### config.mk
export PLATFORM = sky130hd
export DESIGN_NAME = multi_format_stereo_peak_meter_core
export DESIGN_NICKNAME = d
export VERILOG_FILES = /design/src/hw/rtl/pmtr_pkg.sv /design/src/hw/rtl/pmtr_outq.sv /design/src/hw/rtl/multi_format_stereo_peak_meter_core.sv
export SDC_FILE = /design/constraint.sdc
export NUM_CORES = 2
export LEC_CHECK = 0
export ABC_CLOCK_PERIOD_IN_PS = 45500
export BUFFER_PORTS_ARGS = -buffer_cell sky130_fd_sc_hd__buf_2
export CORE_ASPECT_RATIO = 1.25
export CORE_UTILIZATION = 62
export CTS_CLUSTER_DIAMETER = 60
export DETAILED_ROUTE_END_ITERATION = 8
export PLACE_DENSITY = 0.81
export SLEW_MARGIN = 20
export SYNTH_ARGS = -nofsm -noshare
export SYNTH_HDL_FRONTEND = slang
export SYNTH_SLANG_ARGS = --single-unit
### constraint.sdc
create_clock -name clk -period 45.5 [get_ports clk]
set_input_delay 2.275 -clock clk [delete_from_list [all_inputs] [get_ports clk]]
set_output_delay 2.275 -clock clk [all_outputs]
set_load 0.005 [all_outputs]
### src/hw/rtl/pmtr_pkg.sv
// shared types and constants of the stereo peak meter
// field widths, item kind codes, status and length constants, the packed result word and the queue status
// depends on nothing
`default_nettype none

package pmtr_pkg;

	// widths of the word fields
	localparam int LEN_W          = 10;
	localparam int STATUS_W       = 2;
	localparam int BYTE_W         = 8;
	localparam int IN_DATA_W      = 24;
	localparam int OUT_DATA_W     = 304;
	localparam int BYTE_CNT_OUT_W = 40;
	localparam int WIN_W          = 56;

	// kind of input word, carried on tuser
	typedef enum logic {
		FUNC_HEADER = 1'b0,
		FUNC_BYTE   = 1'b1
	} func_t;

	// lowest status code that counts as an error frame
	localparam logic [STATUS_W-1:0] STATUS_ERR_MIN = 2'd2;

	// shortest length before any nonzero frame
	localparam logic [LEN_W-1:0] NONE_LEN = 10'h3FF;

	// result word, first member in the highest bits so peak16_left sits at bit 0
	typedef struct packed {
		logic [3:0]                pad;
		logic [LEN_W-1:0]          max_length;
		logic [LEN_W-1:0]          min_length;
		logic [31:0]               empty_count;
		logic [31:0]               error_count;
		logic [BYTE_CNT_OUT_W-1:0] byte_count;
		logic [31:0]               frame_count;
		logic [31:0]               peak32_right;
		logic [31:0]               peak32_left;
		logic [23:0]               peak24_right;
		logic [23:0]               peak24_left;
		logic [15:0]               peak16_right;
		logic [15:0]               peak16_left;
	} result_t;

	// result queue status seen by the update stage
	typedef struct packed {
		logic [1:0] fill;
		logic       valid;
		logic       pop;
	} qstat_t;

endpackage

`default_nettype wire

### src/hw/rtl/pmtr_outq.sv
// two-entry result queue of the stereo peak meter
// decouples the update stage from the output stream handshake
// depends on pmtr_pkg
`default_nettype none

module pmtr_outq
	import pmtr_pkg::*;
(
	input  wire logic    clk,
	input  wire logic    arst_n,
	input  wire logic    push,
	input  wire result_t push_data,
	input  wire logic    m_axis_tready,
	output result_t      out_data,
	output qstat_t       stat
);

	result_t    entry_q [2];
	logic       wr_ptr_q;
	logic       rd_ptr_q;
	logic [1:0] fill_q;
	logic       pop;

	assign pop = (fill_q != 2'd0) && m_axis_tready;

	// entry storage, written at the tail
	always_ff @(posedge clk) begin
		if (push) begin
			entry_q[wr_ptr_q] <= push_data;
		end
	end

	// pointers and fill level
	always_ff @(posedge clk or negedge arst_n) begin
		if (!arst_n) begin
			wr_ptr_q <= 1'b0;
			rd_ptr_q <= 1'b0;
			fill_q   <= 2'd0;
		end else begin
			if (push) begin
				wr_ptr_q <= ~wr_ptr_q;
			end
			if (pop) begin
				rd_ptr_q <= ~rd_ptr_q;
			end
			fill_q <= fill_q + {1'b0, push} - {1'b0, pop};
		end
	end

	assign out_data   = entry_q[rd_ptr_q];
	assign stat.fill  = fill_q;
	assign stat.valid = (fill_q != 2'd0);
	assign stat.pop   = pop;

endmodule

`default_nettype wire

### src/hw/rtl/multi_format_stereo_peak_meter_core.sv
// top level of the multi-format stereo peak meter
// input register, single-pass statistics update and result queue
// depends on pmtr_pkg and pmtr_outq
`default_nettype none

// Every input word (a frame header or one payload byte, told apart by tuser) gives exactly
// one result word holding the statistics after that word: per-channel absolute peaks of the
// payload read as 16-, 24- and 32-bit little-endian stereo, saturating frame, byte, error and
// empty-frame counts, and the shortest nonzero and longest frame lengths. The block takes one
// word every clock cycle when the output side keeps up; a word is registered on acceptance,
// all counters and peaks are updated from that register together, and the result enters a
// two-entry queue when the queue has room or is being read, from which the master side
// offers it. The input side keeps taking words while up to two results wait, and stalls
// only when the register and both queue entries are occupied.

module multi_format_stereo_peak_meter_core
	import pmtr_pkg::*;
#(
	parameter int MAX_LEN          = 512,
	parameter int BYTE_COUNT_WIDTH = 40
) (
	input  wire logic                  clk,
	input  wire logic                  arst_n,
	// tdata: frame_length[9:0], frame_status[11:10], data_byte[19:12], zero[23:20]
	input  wire logic [IN_DATA_W-1:0]  s_axis_tdata,
	// tuser: func[0]
	input  wire logic [0:0]            s_axis_tuser,
	input  wire logic                  s_axis_tvalid,
	output logic                       s_axis_tready,
	// tdata: peak16_left, peak16_right, peak24_left, peak24_right, peak32_left, peak32_right,
	// frame_count, byte_count, error_count, empty_count, min_length, max_length, zero[303:300]
	output logic [OUT_DATA_W-1:0]      m_axis_tdata,
	output logic                       m_axis_tvalid,
	input  wire logic                  m_axis_tready
);

	localparam logic [LEN_W-1:0]            MAX_LEN_V = LEN_W'(MAX_LEN);
	localparam logic [BYTE_COUNT_WIDTH-1:0] BYTES_MAX = '1;

	// magnitude of two's complement samples
	function automatic logic [15:0] mag16(input logic [15:0] v);
		return v[15] ? (~v + 16'd1) : v;
	endfunction

	function automatic logic [23:0] mag24(input logic [23:0] v);
		return v[23] ? (~v + 24'd1) : v;
	endfunction

	function automatic logic [31:0] mag32(input logic [31:0] v);
		return v[31] ? (~v + 32'd1) : v;
	endfunction

	function automatic logic [31:0] sat_inc32(input logic [31:0] v);
		return (v == 32'hFFFF_FFFF) ? v : (v + 32'd1);
	endfunction

	// input register
	logic                valid_s1;
	func_t               func_s1;
	logic [LEN_W-1:0]    len_s1;
	logic [STATUS_W-1:0] status_s1;
	logic [BYTE_W-1:0]   byte_s1;

	// statistics state
	logic [15:0]                 pk16l_q, pk16r_q, pk16l_d, pk16r_d;
	logic [23:0]                 pk24l_q, pk24r_q, pk24l_d, pk24r_d;
	logic [31:0]                 pk32l_q, pk32r_q, pk32l_d, pk32r_d;
	logic [31:0]                 frames_q, frames_d;
	logic [BYTE_COUNT_WIDTH-1:0] bytes_q, bytes_d;
	logic [31:0]                 errors_q, errors_d;
	logic [31:0]                 empties_q, empties_d;
	logic [LEN_W-1:0]            shortest_q, shortest_d;
	logic [LEN_W-1:0]            longest_q, longest_d;
	logic [WIN_W-1:0]            recent_q, recent_d;
	logic [LEN_W-1:0]            offset_q, offset_d;
	logic [LEN_W-1:0]            flen_q, flen_d;
	logic [2:0]                  phase6_q, phase6_d;

	// update stage signals
	logic                        s_acc;
	logic                        s1_adv;
	qstat_t                      qstat;
	result_t                     res;
	result_t                     q_data;
	logic [LEN_W-1:0]            len_c;
	logic [BYTE_COUNT_WIDTH:0]   bytes_sum;
	logic [WIN_W+BYTE_W-1:0]     win;
	logic                        byte_live;
	logic                        grp16, grp24, grp32;
	logic [15:0]                 m16l, m16r;
	logic [23:0]                 m24l, m24r;
	logic [31:0]                 m32l, m32r;
	logic [BYTE_COUNT_WIDTH+BYTE_CNT_OUT_W-1:0] bytes_ext;

	// accept while the register and queue together hold fewer than three words
	assign s_axis_tready = (({1'b0, qstat.fill} + {2'b00, valid_s1}) != 3'd3);
	assign s_acc         = s_axis_tvalid && s_axis_tready;
	assign s1_adv        = valid_s1 && ((qstat.fill != 2'd2) || qstat.pop);

	always_ff @(posedge clk or negedge arst_n) begin
		if (!arst_n) begin
			valid_s1 <= 1'b0;
		end else if (s_acc) begin
			valid_s1 <= 1'b1;
		end else if (s1_adv) begin
			valid_s1 <= 1'b0;
		end
	end

	always_ff @(posedge clk) begin
		if (s_acc) begin
			func_s1   <= func_t'(s_axis_tuser[0]);
			len_s1    <= s_axis_tdata[LEN_W-1:0];
			status_s1 <= s_axis_tdata[LEN_W+STATUS_W-1:LEN_W];
			byte_s1   <= s_axis_tdata[LEN_W+STATUS_W+BYTE_W-1:LEN_W+STATUS_W];
		end
	end

	// header arithmetic
	assign len_c     = (len_s1 > MAX_LEN_V) ? MAX_LEN_V : len_s1;
	assign bytes_sum = {1'b0, bytes_q} + {{(BYTE_COUNT_WIDTH+1-LEN_W){1'b0}}, len_c};

	// byte window and group completion
	assign win       = {recent_q, byte_s1};
	assign byte_live = (offset_q < flen_q);
	assign grp16     = (offset_q[1:0] == 2'd3);
	assign grp32     = (offset_q[2:0] == 3'd7);
	assign grp24     = (phase6_q == 3'd5);

	// little-endian samples, left is the older half of the group
	assign m16l = mag16({win[23:16], win[31:24]});
	assign m16r = mag16({win[7:0], win[15:8]});
	assign m24l = mag24({win[31:24], win[39:32], win[47:40]});
	assign m24r = mag24({win[7:0], win[15:8], win[23:16]});
	assign m32l = mag32({win[39:32], win[47:40], win[55:48], win[63:56]});
	assign m32r = mag32({win[7:0], win[15:8], win[23:16], win[31:24]});

	// next state for the word in the input register
	always_comb begin
		pk16l_d    = pk16l_q;
		pk16r_d    = pk16r_q;
		pk24l_d    = pk24l_q;
		pk24r_d    = pk24r_q;
		pk32l_d    = pk32l_q;
		pk32r_d    = pk32r_q;
		frames_d   = frames_q;
		bytes_d    = bytes_q;
		errors_d   = errors_q;
		empties_d  = empties_q;
		shortest_d = shortest_q;
		longest_d  = longest_q;
		recent_d   = recent_q;
		offset_d   = offset_q;
		flen_d     = flen_q;
		phase6_d   = phase6_q;
		case (func_s1)
			FUNC_HEADER: begin
				frames_d = sat_inc32(frames_q);
				bytes_d  = bytes_sum[BYTE_COUNT_WIDTH] ? BYTES_MAX :
				           bytes_sum[BYTE_COUNT_WIDTH-1:0];
				if (status_s1 >= STATUS_ERR_MIN) begin
					errors_d = sat_inc32(errors_q);
				end
				flen_d   = len_c;
				offset_d = '0;
				recent_d = '0;
				phase6_d = 3'd0;
				if (len_c == '0) begin
					empties_d = sat_inc32(empties_q);
				end else begin
					if (len_c < shortest_q) begin
						shortest_d = len_c;
					end
					if (len_c > longest_q) begin
						longest_d = len_c;
					end
				end
			end
			FUNC_BYTE: begin
				if (byte_live) begin
					if (grp16 && (m16l > pk16l_q)) pk16l_d = m16l;
					if (grp16 && (m16r > pk16r_q)) pk16r_d = m16r;
					if (grp24 && (m24l > pk24l_q)) pk24l_d = m24l;
					if (grp24 && (m24r > pk24r_q)) pk24r_d = m24r;
					if (grp32 && (m32l > pk32l_q)) pk32l_d = m32l;
					if (grp32 && (m32r > pk32r_q)) pk32r_d = m32r;
					recent_d = win[WIN_W-1:0];
					offset_d = offset_q + 1'b1;
					phase6_d = grp24 ? 3'd0 : (phase6_q + 3'd1);
				end
			end
			default: begin
				offset_d = offset_q;
			end
		endcase
	end

	// state registers
	always_ff @(posedge clk or negedge arst_n) begin
		if (!arst_n) begin
			pk16l_q    <= '0;
			pk16r_q    <= '0;
			pk24l_q    <= '0;
			pk24r_q    <= '0;
			pk32l_q    <= '0;
			pk32r_q    <= '0;
			frames_q   <= '0;
			bytes_q    <= '0;
			errors_q   <= '0;
			empties_q  <= '0;
			shortest_q <= NONE_LEN;
			longest_q  <= '0;
			recent_q   <= '0;
			offset_q   <= '0;
			flen_q     <= '0;
			phase6_q   <= 3'd0;
		end else if (s1_adv) begin
			pk16l_q    <= pk16l_d;
			pk16r_q    <= pk16r_d;
			pk24l_q    <= pk24l_d;
			pk24r_q    <= pk24r_d;
			pk32l_q    <= pk32l_d;
			pk32r_q    <= pk32r_d;
			frames_q   <= frames_d;
			bytes_q    <= bytes_d;
			errors_q   <= errors_d;
			empties_q  <= empties_d;
			shortest_q <= shortest_d;
			longest_q  <= longest_d;
			recent_q   <= recent_d;
			offset_q   <= offset_d;
			flen_q     <= flen_d;
			phase6_q   <= phase6_d;
		end
	end

	// result word from the updated state
	assign bytes_ext = {{BYTE_CNT_OUT_W{1'b0}}, bytes_d};

	always_comb begin
		res              = '0;
		res.peak16_left  = pk16l_d;
		res.peak16_right = pk16r_d;
		res.peak24_left  = pk24l_d;
		res.peak24_right = pk24r_d;
		res.peak32_left  = pk32l_d;
		res.peak32_right = pk32r_d;
		res.frame_count  = frames_d;
		res.byte_count   = bytes_ext[BYTE_CNT_OUT_W-1:0];
		res.error_count  = errors_d;
		res.empty_count  = empties_d;
		res.min_length   = (longest_d == '0) ? '0 : shortest_d;
		res.max_length   = longest_d;
	end

	// result queue
	pmtr_outq u_outq (
		.clk           (clk),
		.arst_n        (arst_n),
		.push          (s1_adv),
		.push_data     (res),
		.m_axis_tready (m_axis_tready),
		.out_data      (q_data),
		.stat          (qstat)
	);

	assign m_axis_tdata  = q_data;
	assign m_axis_tvalid = qstat.valid;

`ifndef SYNTH
	// the queue never holds more than two words
	a_q_bound: assert property (@(posedge clk) disable iff (!arst_n)
		qstat.fill != 2'd3)
		else $error("result queue overflow");

	// the byte position never passes the frame length
	a_offset_in_frame: assert property (@(posedge clk) disable iff (!arst_n)
		offset_q <= flen_q)
		else $error("byte position beyond frame length");

	// once a nonzero frame is seen, the shortest length is not above the longest
	a_min_le_max: assert property (@(posedge clk) disable iff (!arst_n)
		(longest_q != '0) |-> (shortest_q <= longest_q))
		else $error("shortest length above longest length");

	// a header restarts the frame position and the 24-bit group phase
	a_header_restart: assert property (@(posedge clk) disable iff (!arst_n)
		(s1_adv && (func_s1 == FUNC_HEADER)) |=> ((offset_q == '0) && (phase6_q == 3'd0)))
		else $error("header did not restart frame position");
`endif

endmodule

`default_nettype wire
# --- Word-level counts from Yosys, hierarchy flattened ---
# Memory sizes are Yosys's and may differ from the RTL's.
# Index checks and enable logic that the tools add are counted.
op_classes:
  order_cmp: 11
  n_bitwise: 9
  addsub: 15
  n_reduce_logical: 16
  n_eq_ne: 9
  muxes: 53
op_table:
  columns: ["cell", "count"]
  rows:
  - ["$mux W32", 16]
  - ["$mux W24", 8]
  - ["$add A32 B1 Y32 const B", 5]
  - ["$mux W16", 8]
  - ["$pmux W56 S2", 1]
  - ["$eq A32 B32 Y1 const B", 3]
  - ["$mux W10", 9]
  - ["$mux W40", 2]
  - ["$gt A32 B32 Y1", 2]
  - ["$not A32 Y32", 2]
  - ["$mux W56", 1]
  - ["$add A24 B1 Y24 const B", 2]
  - ["$gt A24 B24 Y1", 2]
  - ["$not A24 Y24", 2]
  - ["$add A40 B10 Y41", 1]
  - ["$add A16 B1 Y16 const B", 2]
  - ["$gt A16 B16 Y1", 2]
  - ["$not A16 Y16", 2]
  - ["$logic_not A10 Y1", 2]
  - ["$lt A10 B10 Y1", 2]
  - ["$pmux W10 S2", 1]
  - ["$add A10 B1 Y10 const B", 1]
  - ["$gt A10 B10 Y1", 1]
  - ["$gt A10 B10 Y1 const B", 1]
  - ["other kinds (18)", 35]
word_totals:
  inputBits: 29
  n_memories: 1
  word_cells: 138
  ff_bits: 405
  output_inout_bits: 306
  ram_bits: 600
memory_table:
  columns: ["name", "words", "word_bits", "rd", "rd_clocked_by_memory_dff", "wr", "line_no", "rtl"]
  rows:
  - ["u_outq.entry_q", 2, 300, 1, 0, 1, "pmtr_outq.sv:18", "result_t entry_q [2];"]

# --- Longest topological paths before layout ---
logic_depth:
  depth_word: 8
  ltp_mapped: 19
  depth_no_buf: 16

# --- Cells and area by module ---
# A second synthesis with hierarchy kept.
unflattened:
  hier_cells: 3908
  hier_area_um2: 49977.9
by_module_without_submodules:
  columns: ["module", "n_inst", "cells_per_inst", "seq_area_each_um2", "area_each_um2"]
  rows:
  - ["multi_format_stereo_peak_meter_core", 1, 2945, 10122.2, 27669.0]
  - ["pmtr_outq", 1, 963, 18357.6, 22308.9]

# --- Worst setup path after synthesis ---
# No wires, ideal clock.
synth_path:
  path_kind: "in2reg"
  from: "in m_axis_tready"
  to: "mem u_outq.entry_q[0][0] (netlist bit), enable pin"
  required_ps: 44531
  setup_slack_ps: 29175
  arrival_time_ps: 15356
  path_buffers: 2
  stages: 5
  setup_ps: 969
  cell_sequence: "nor3b_1 nand2b_1 clkbuf_1 clkbuf_1 nor2_1"
synth_via:
  elab_chain_cells: 5
synth_lines:
  columns: ["element", "line_no", "rtl"]
  rows:
  - ["start, declared", "multi_format_stereo_peak_meter_core.sv:34", "input wire logic m_axis_tready"]
  - ["$logic_and A1 B1 Y1", "pmtr_outq.sv:24", "assign pop = (fill_q != 2'd0) && m_axis_tready;"]
  - ["$logic_or A1 B1 Y1", "multi_format_stereo_peak_meter_core.sv:98", "assign s1_adv = valid_s1 && ((qstat.fill != 2'd2) || qstat.pop);"]
  - ["$logic_and A1 B1 Y1", "multi_format_stereo_peak_meter_core.sv:98", null]
  - ["$mux W1", "pmtr_outq.sv:28", "if (push) begin"]
  - ["$mux W1 (not written as such)", "pmtr_outq.sv:29", "entry_q[wr_ptr_q] <= push_data;"]
  - ["end, declared", "pmtr_outq.sv:18", null]
# No other way between the ends.

# --- Worst setup path in the final report ---
layout_path:
  from: "reg recent_q[8]"
  to: "mem u_outq.entry_q[1][73] (netlist bit), data pin"
layout_via:
  elab_chain_cells: 8
layout_lines:
  columns: ["element", "line_no", "rtl"]
  rows:
  - ["start, declared", "multi_format_stereo_peak_meter_core.sv:74", "logic [WIN_W-1:0] recent_q, recent_d;"]
  - ["start signal, assigned", "multi_format_stereo_peak_meter_core.sv:230", "recent_q <= recent_d;"]
  - ["$not A24 Y24", "multi_format_stereo_peak_meter_core.sv:46", "return v[23] ? (~v + 24'd1) : v;"]
  - ["$add A24 B1 Y24", "multi_format_stereo_peak_meter_core.sv:46", null]
  - ["$mux W24 *", "multi_format_stereo_peak_meter_core.sv:46", null]
  - ["$gt A24 B24 Y1", "multi_format_stereo_peak_meter_core.sv:184", "if (grp24 && (m24r > pk24r_q)) pk24r_d = m24r;"]
  - ["$logic_and A1 B1 Y1", "multi_format_stereo_peak_meter_core.sv:184", null]
  - ["$mux W24 *", "multi_format_stereo_peak_meter_core.sv:184", null]
  - ["$mux W24 *", "multi_format_stereo_peak_meter_core.sv:180", "if (byte_live) begin"]
  - ["$mux W24 *", "multi_format_stereo_peak_meter_core.sv:156", "case (func_s1)"]
  - ["named net pk24r_d[17]", "multi_format_stereo_peak_meter_core.sv:66", "logic [23:0] pk24l_q, pk24r_q, pk24l_d, pk24r_d;"]
# Mark *: on every way through the listed nets, which the timed path passes. The rest lies on a longest branch.

==> flow_summary.html <==
<table>
<tr><th>Metric</th><th>Value</th></tr>
<tr><th colspan="2">STA</th></tr>
<tr><td>Pins Over Slew Limit</td><td>0</td></tr>
<tr><td>Worst setup skew after layout</td><td>29.3 ps</td></tr>
<tr><td>Worst-case headroom to the max-slew limit</td><td>4.88%</td></tr>
<tr><td>Fin Setup TNS</td><td>0 ps</td></tr>
<tr><td>Final Worst Setup Slack</td><td>39,570 ps</td></tr>
<tr><td>Final Cycle Share</td><td>13.0%</td></tr>
<tr><td>Smallest hold slack</td><td>508 ps</td></tr>
<tr><td>Worst-margin pin slew</td><td>1430 ps</td></tr>
<tr><td>RSZ-0062 raised after global routing</td><td>false</td></tr>
<tr><td>Setup violators final</td><td>0</td></tr>
<tr><td>Maximum frequency from static timing analysis</td><td>169 MHz</td></tr>
<tr><td>Final critical delay including setup and external delays</td><td>5930 ps</td></tr>
<tr><td>Hold Vio Cnt, Final</td><td>0</td></tr>
<tr><th colspan="2">Final layout</th></tr>
<tr><td>Antenna Diode Count</td><td>0</td></tr>
<tr><td>Most common library cell in the layout ignoring fill and taps</td><td>edfxtp_1</td></tr>
<tr><td>Non-filler instance count after layout</td><td>5,275</td></tr>
<tr><td>Post-Layout Inst Area</td><td>55,200 µm²</td></tr>
<tr><td>Share of layout cells above drive strength 1</td><td>27.4%</td></tr>
<tr><td>Highest-count cells in the layout ignoring fill and taps</td><td>620 x edfxtp_1, 585 x mux2_2, 373 x dfrtp_1</td></tr>
<tr><td># nets final</td><td>4,364</td></tr>
<tr><td>Post-synthesis to final-layout area growth</td><td>11.9%</td></tr>
<tr><td>Fillers</td><td>5,465</td></tr>
<tr><td>Final core utilization</td><td>70.1%</td></tr>
<tr><th colspan="2">Power and ir drop</th></tr>
<tr><td>Internal power consumption</td><td>2.32 mW</td></tr>
<tr><td>Total net switching power</td><td>1.27 mW</td></tr>
<tr><td>Comb power frac</td><td>38.6%</td></tr>
<tr><td>Switching fraction of total power</td><td>35.4%</td></tr>
<tr><td>Leakage dissipation</td><td>22.7 nW</td></tr>
<tr><td>Clk network pwr share</td><td>23.3%</td></tr>
<tr><td>Power Density</td><td>65.0 nW/µm²</td></tr>
<tr><td>Peak supply drop</td><td>0.0545 mV</td></tr>
<tr><td>Total power of the final layout</td><td>3.59 mW</td></tr>
<tr><td>Sequential share of power</td><td>38.0%</td></tr>
<tr><th colspan="2">Die</th></tr>
<tr><td>Number of ports placed on the die boundary</td><td>335</td></tr>
<tr><td>Die footprint</td><td>80,600 µm²</td></tr>
<tr><td>Placement row count</td><td>115</td></tr>
<tr><td>Starting utilization of the core area</td><td>62.6%</td></tr>
<tr><td>Vertical extent of the die</td><td>317 µm</td></tr>
<tr><td>Core area</td><td>78,700 µm²</td></tr>
<tr><td>Die outline width</td><td>254 µm</td></tr>
<tr><th colspan="2">Synth</th></tr>
<tr><td>Synth Flop Type</td><td>edfxtp_1</td></tr>
<tr><td>Fraction of registers with async set/reset</td><td>38.2%</td></tr>
<tr><td>Unique masters post-synth</td><td>86</td></tr>
<tr><td>Avg Cell Area, Syn</td><td>12.7 µm²</td></tr>
<tr><td>Sequential-to-total area share from yosys stat</td><td>57.3%</td></tr>
<tr><td>Post-synthesis sequential element count</td><td>1,004</td></tr>
<tr><td>Total of warnings raised by yosys</td><td>0</td></tr>
<tr><td>Number of instances in the synthesized netlist</td><td>3,869</td></tr>
<tr><td>Number of enable flip-flop cells after synthesis</td><td>620</td></tr>
<tr><td>Post-Syn Area</td><td>49,300 µm²</td></tr>
<tr><th colspan="2">Placement</th></tr>
<tr><td>Instance area at placement</td><td>51,800 µm²</td></tr>
<tr><td>Post-place setup slack</td><td>39,400 ps</td></tr>
<tr><td>Estimated wirelength of the detail-placed design</td><td>69,000 µm</td></tr>
<tr><td>RD Place Congestion</td><td>0.875</td></tr>
<tr><td>Buffers on Ports</td><td>325</td></tr>
<tr><td>Number of placed instances with taps included</td><td>5,091</td></tr>
<tr><th colspan="2">Setup path</th></tr>
<tr><td>Critical Path Max Stage Delay</td><td>810 ps</td></tr>
<tr><td>Crit end category</td><td>flop</td></tr>
<tr><td>Chain of cells forming the critical path</td><td>inv_1 -&gt; ha_1 -&gt; or3b_2 -&gt; or3_1 -&gt; o31ai_2 -&gt; nand2_1 -&gt; xor2_1 -&gt; ha_1 -&gt; or3_1 -&gt; o2111ai_1 -&gt; nor4b_1 -&gt; o21ai_0 -&gt; nand2_1 -&gt; mux2_2</td></tr>
<tr><td>Required time at the endpoint of the critical path</td><td>45,910 ps</td></tr>
<tr><td>Depth of the most critical reg-to-reg path</td><td>14</td></tr>
<tr><td>Data arrival time of the worst path</td><td>6340 ps</td></tr>
<tr><td>Master of the slowest instance on the critical path</td><td>nand2_1</td></tr>
<tr><td>Largest driver fanout on the critical path</td><td>24</td></tr>
<tr><td>CP Class</td><td>flop to flop</td></tr>
<tr><td>Critical Path Source Type</td><td>flop</td></tr>
<tr><th colspan="2">Global route</th></tr>
<tr><td>Number of antenna violations at the first check in global routing</td><td>0</td></tr>
<tr><td>Overall global routing resource usage</td><td>25.7%</td></tr>
<tr><td>Number of global-route vias before repair</td><td>30,400</td></tr>
<tr><td>Overflow left after global routing</td><td>0</td></tr>
<tr><td>Maximum number of pins on one net before global-route repair</td><td>159</td></tr>
<tr><td>Wire length of the first global-routing pass</td><td>162,000 µm</td></tr>
<tr><th colspan="2">Routing</th></tr>
<tr><td>Post-Route WL</td><td>104,000 µm</td></tr>
<tr><td>Vias</td><td>30,900</td></tr>
<tr><td>Detailed Routing Iterations Pass 1</td><td>5</td></tr>
<tr><td>Post-detailed-route wirelength per cell</td><td>19.7 µm</td></tr>
<tr><td>Vias per std cell</td><td>5.85</td></tr>
<tr><td>Initial DRC count</td><td>2,401</td></tr>
<tr><td>Drt drc</td><td>0</td></tr>
<tr><td>Antenna violation net count after detailed routing</td><td>0</td></tr>
<tr><th colspan="2">Clocking</th></tr>
<tr><td>H-tree level count</td><td>3</td></tr>
<tr><td>TritonCTS clock tree</td><td>yes</td></tr>
<tr><td>Root buffer cell</td><td>clkbuf_16</td></tr>
<tr><td>Clock Latency Late Sink</td><td>680 ps</td></tr>
<tr><td>CTS sink cnt</td><td>1,004</td></tr>
<tr><td>Hold_buf cts</td><td>0</td></tr>
<tr><td>Total setup buffers inserted after CTS</td><td>0</td></tr>
<tr><td>CTS Buffer Depth</td><td>3</td></tr>
<tr><td>Post-CTS sizing</td><td>0</td></tr>
<tr><td>Number of buffers inserted during clock tree synthesis</td><td>97</td></tr>
<tr><td>Clk slew on worst S/H paths</td><td>70 ps</td></tr>
<tr><th colspan="2">Worst hold path</th></tr>
<tr><td>Worst hold path class</td><td>flop to flop</td></tr>
<tr><td>Instance count along the most critical hold path</td><td>2</td></tr>
<tr><th colspan="2">Flow run</th></tr>
<tr><td>Max_cap viols</td><td>0</td></tr>
<tr><th colspan="2">Status</th></tr>
<tr><td>Outcome</td><td>finished, final reports clean</td></tr>
</table>
-- power by group through the flow --
stage	clock [mW]	sequential, mW	combinational [mW]
final	0.837	1.36	1.39
after global routing	0.885	1.39	1.53
after CTS	0.852	1.36	1.40
after detailed placement	0	1.38	1.38
after global placement	0	1.37	1.35
after floorplan	0	1.40	0.974
-- cell families (layout without fill, tap and decap cells) --
kind of cell,after synthesis,after routing,share of synthesized area (%)
DFF,1004,1004,57.3
xor gates and xnor gates,340,340,6.04
and+or+nand+nor,863,863,8.81
AOI/OAI and AO/OA,440,440,5.77
adders and majority gates,198,198,5.04
muxes,600,600,13.7
other,1,4,0.00761
buffers and inverters,423,773,3.36
-- cells in the mapped netlist, types with 17 or more instances --
cell type  number  share of area [%]
nor4_1         20               0.25
edfxtp_1      620                 38
a21oi_1        99                1.0
buf_2          22               0.22
a21o_1         20               0.30
a22o_1         59                1.0
and3_1         40               0.51
clkbuf_1      156                1.2
nand3_1        96               0.97
xor2_1         91                1.6
dfrtp_1       374                 19
o21ai_0       125                1.3
nand2_1       276                2.1
nor2_1        152                1.2
nand4_1        77               0.98
xnor2_1       249                4.4
nor3_1         48               0.49
a31oi_1        36               0.46
mux2_2        585                 13
nor2b_1        25               0.32
or4_1          17               0.26
inv_1         225                1.7
and2_1         23               0.29
and4_1         23               0.41
ha_1          197                5.0
-- registers in the layout (all words and copies together), names as in the netlist, 16 cells and up --
signal          cells
frames_q           32
pk24l_q            24
recent_q           56
pk16l_q            16
pk32l_q            32
u_outq.entry_q    600
pk32r_q            32
pk24r_q            24
bytes_q            40
pk16r_q            16
errors_q           32
empties_q          32
-- layer usage --
metal	vias up	global-route usage (%)	wire, µm
li1	14500	-	-
met1	15400	33.9	43500
met2	821	43.6	52200
met3	187	3.71	5260
met4	0	8.61	2920
met5	-	0	0
-- area by class of cell --
cell class	instances	area, µm²	share of cell area, %
flip-flops and latches	1004	28200	51.2
multi-input cells	2445	19500	35.3
clock buffers	127	2640	4.78
repair buffers	364	1980	3.59
well taps	1053	1320	2.39
inverters	225	845	1.53
clock inverters	57	692	1.25
-- critical path, delay by kind of cell (launching register included) --
family,cells,cell delay [ps]
AOI/OAI and AO/OA,3,950
xor gates and xnor gates,1,320
adders and majority gates,2,550
buffers and inverters,1,190
DFF,1,510
muxes,1,460
and+or+nand+nor,6,2680
-- path summary, 6_finish.rpt --
check | start | slack [ps] | endpoint
max in group asynchronous | arst_n | 42320 | pk16l_q[10]
worst max register to register | recent_q[8] | 39570 | u_outq.entry_q[1][73]
worst max-delay path | recent_q[8] | 39570 | u_outq.entry_q[1][73]
min in group asynchronous | arst_n | 1580 | empties_q[11]
worst min-delay path | pk32r_q[14] | 510 | pk32r_q[14]
worst min register to register | pk32r_q[14] | 510 | pk32r_q[14]
(Power assumes the default switching activity.)
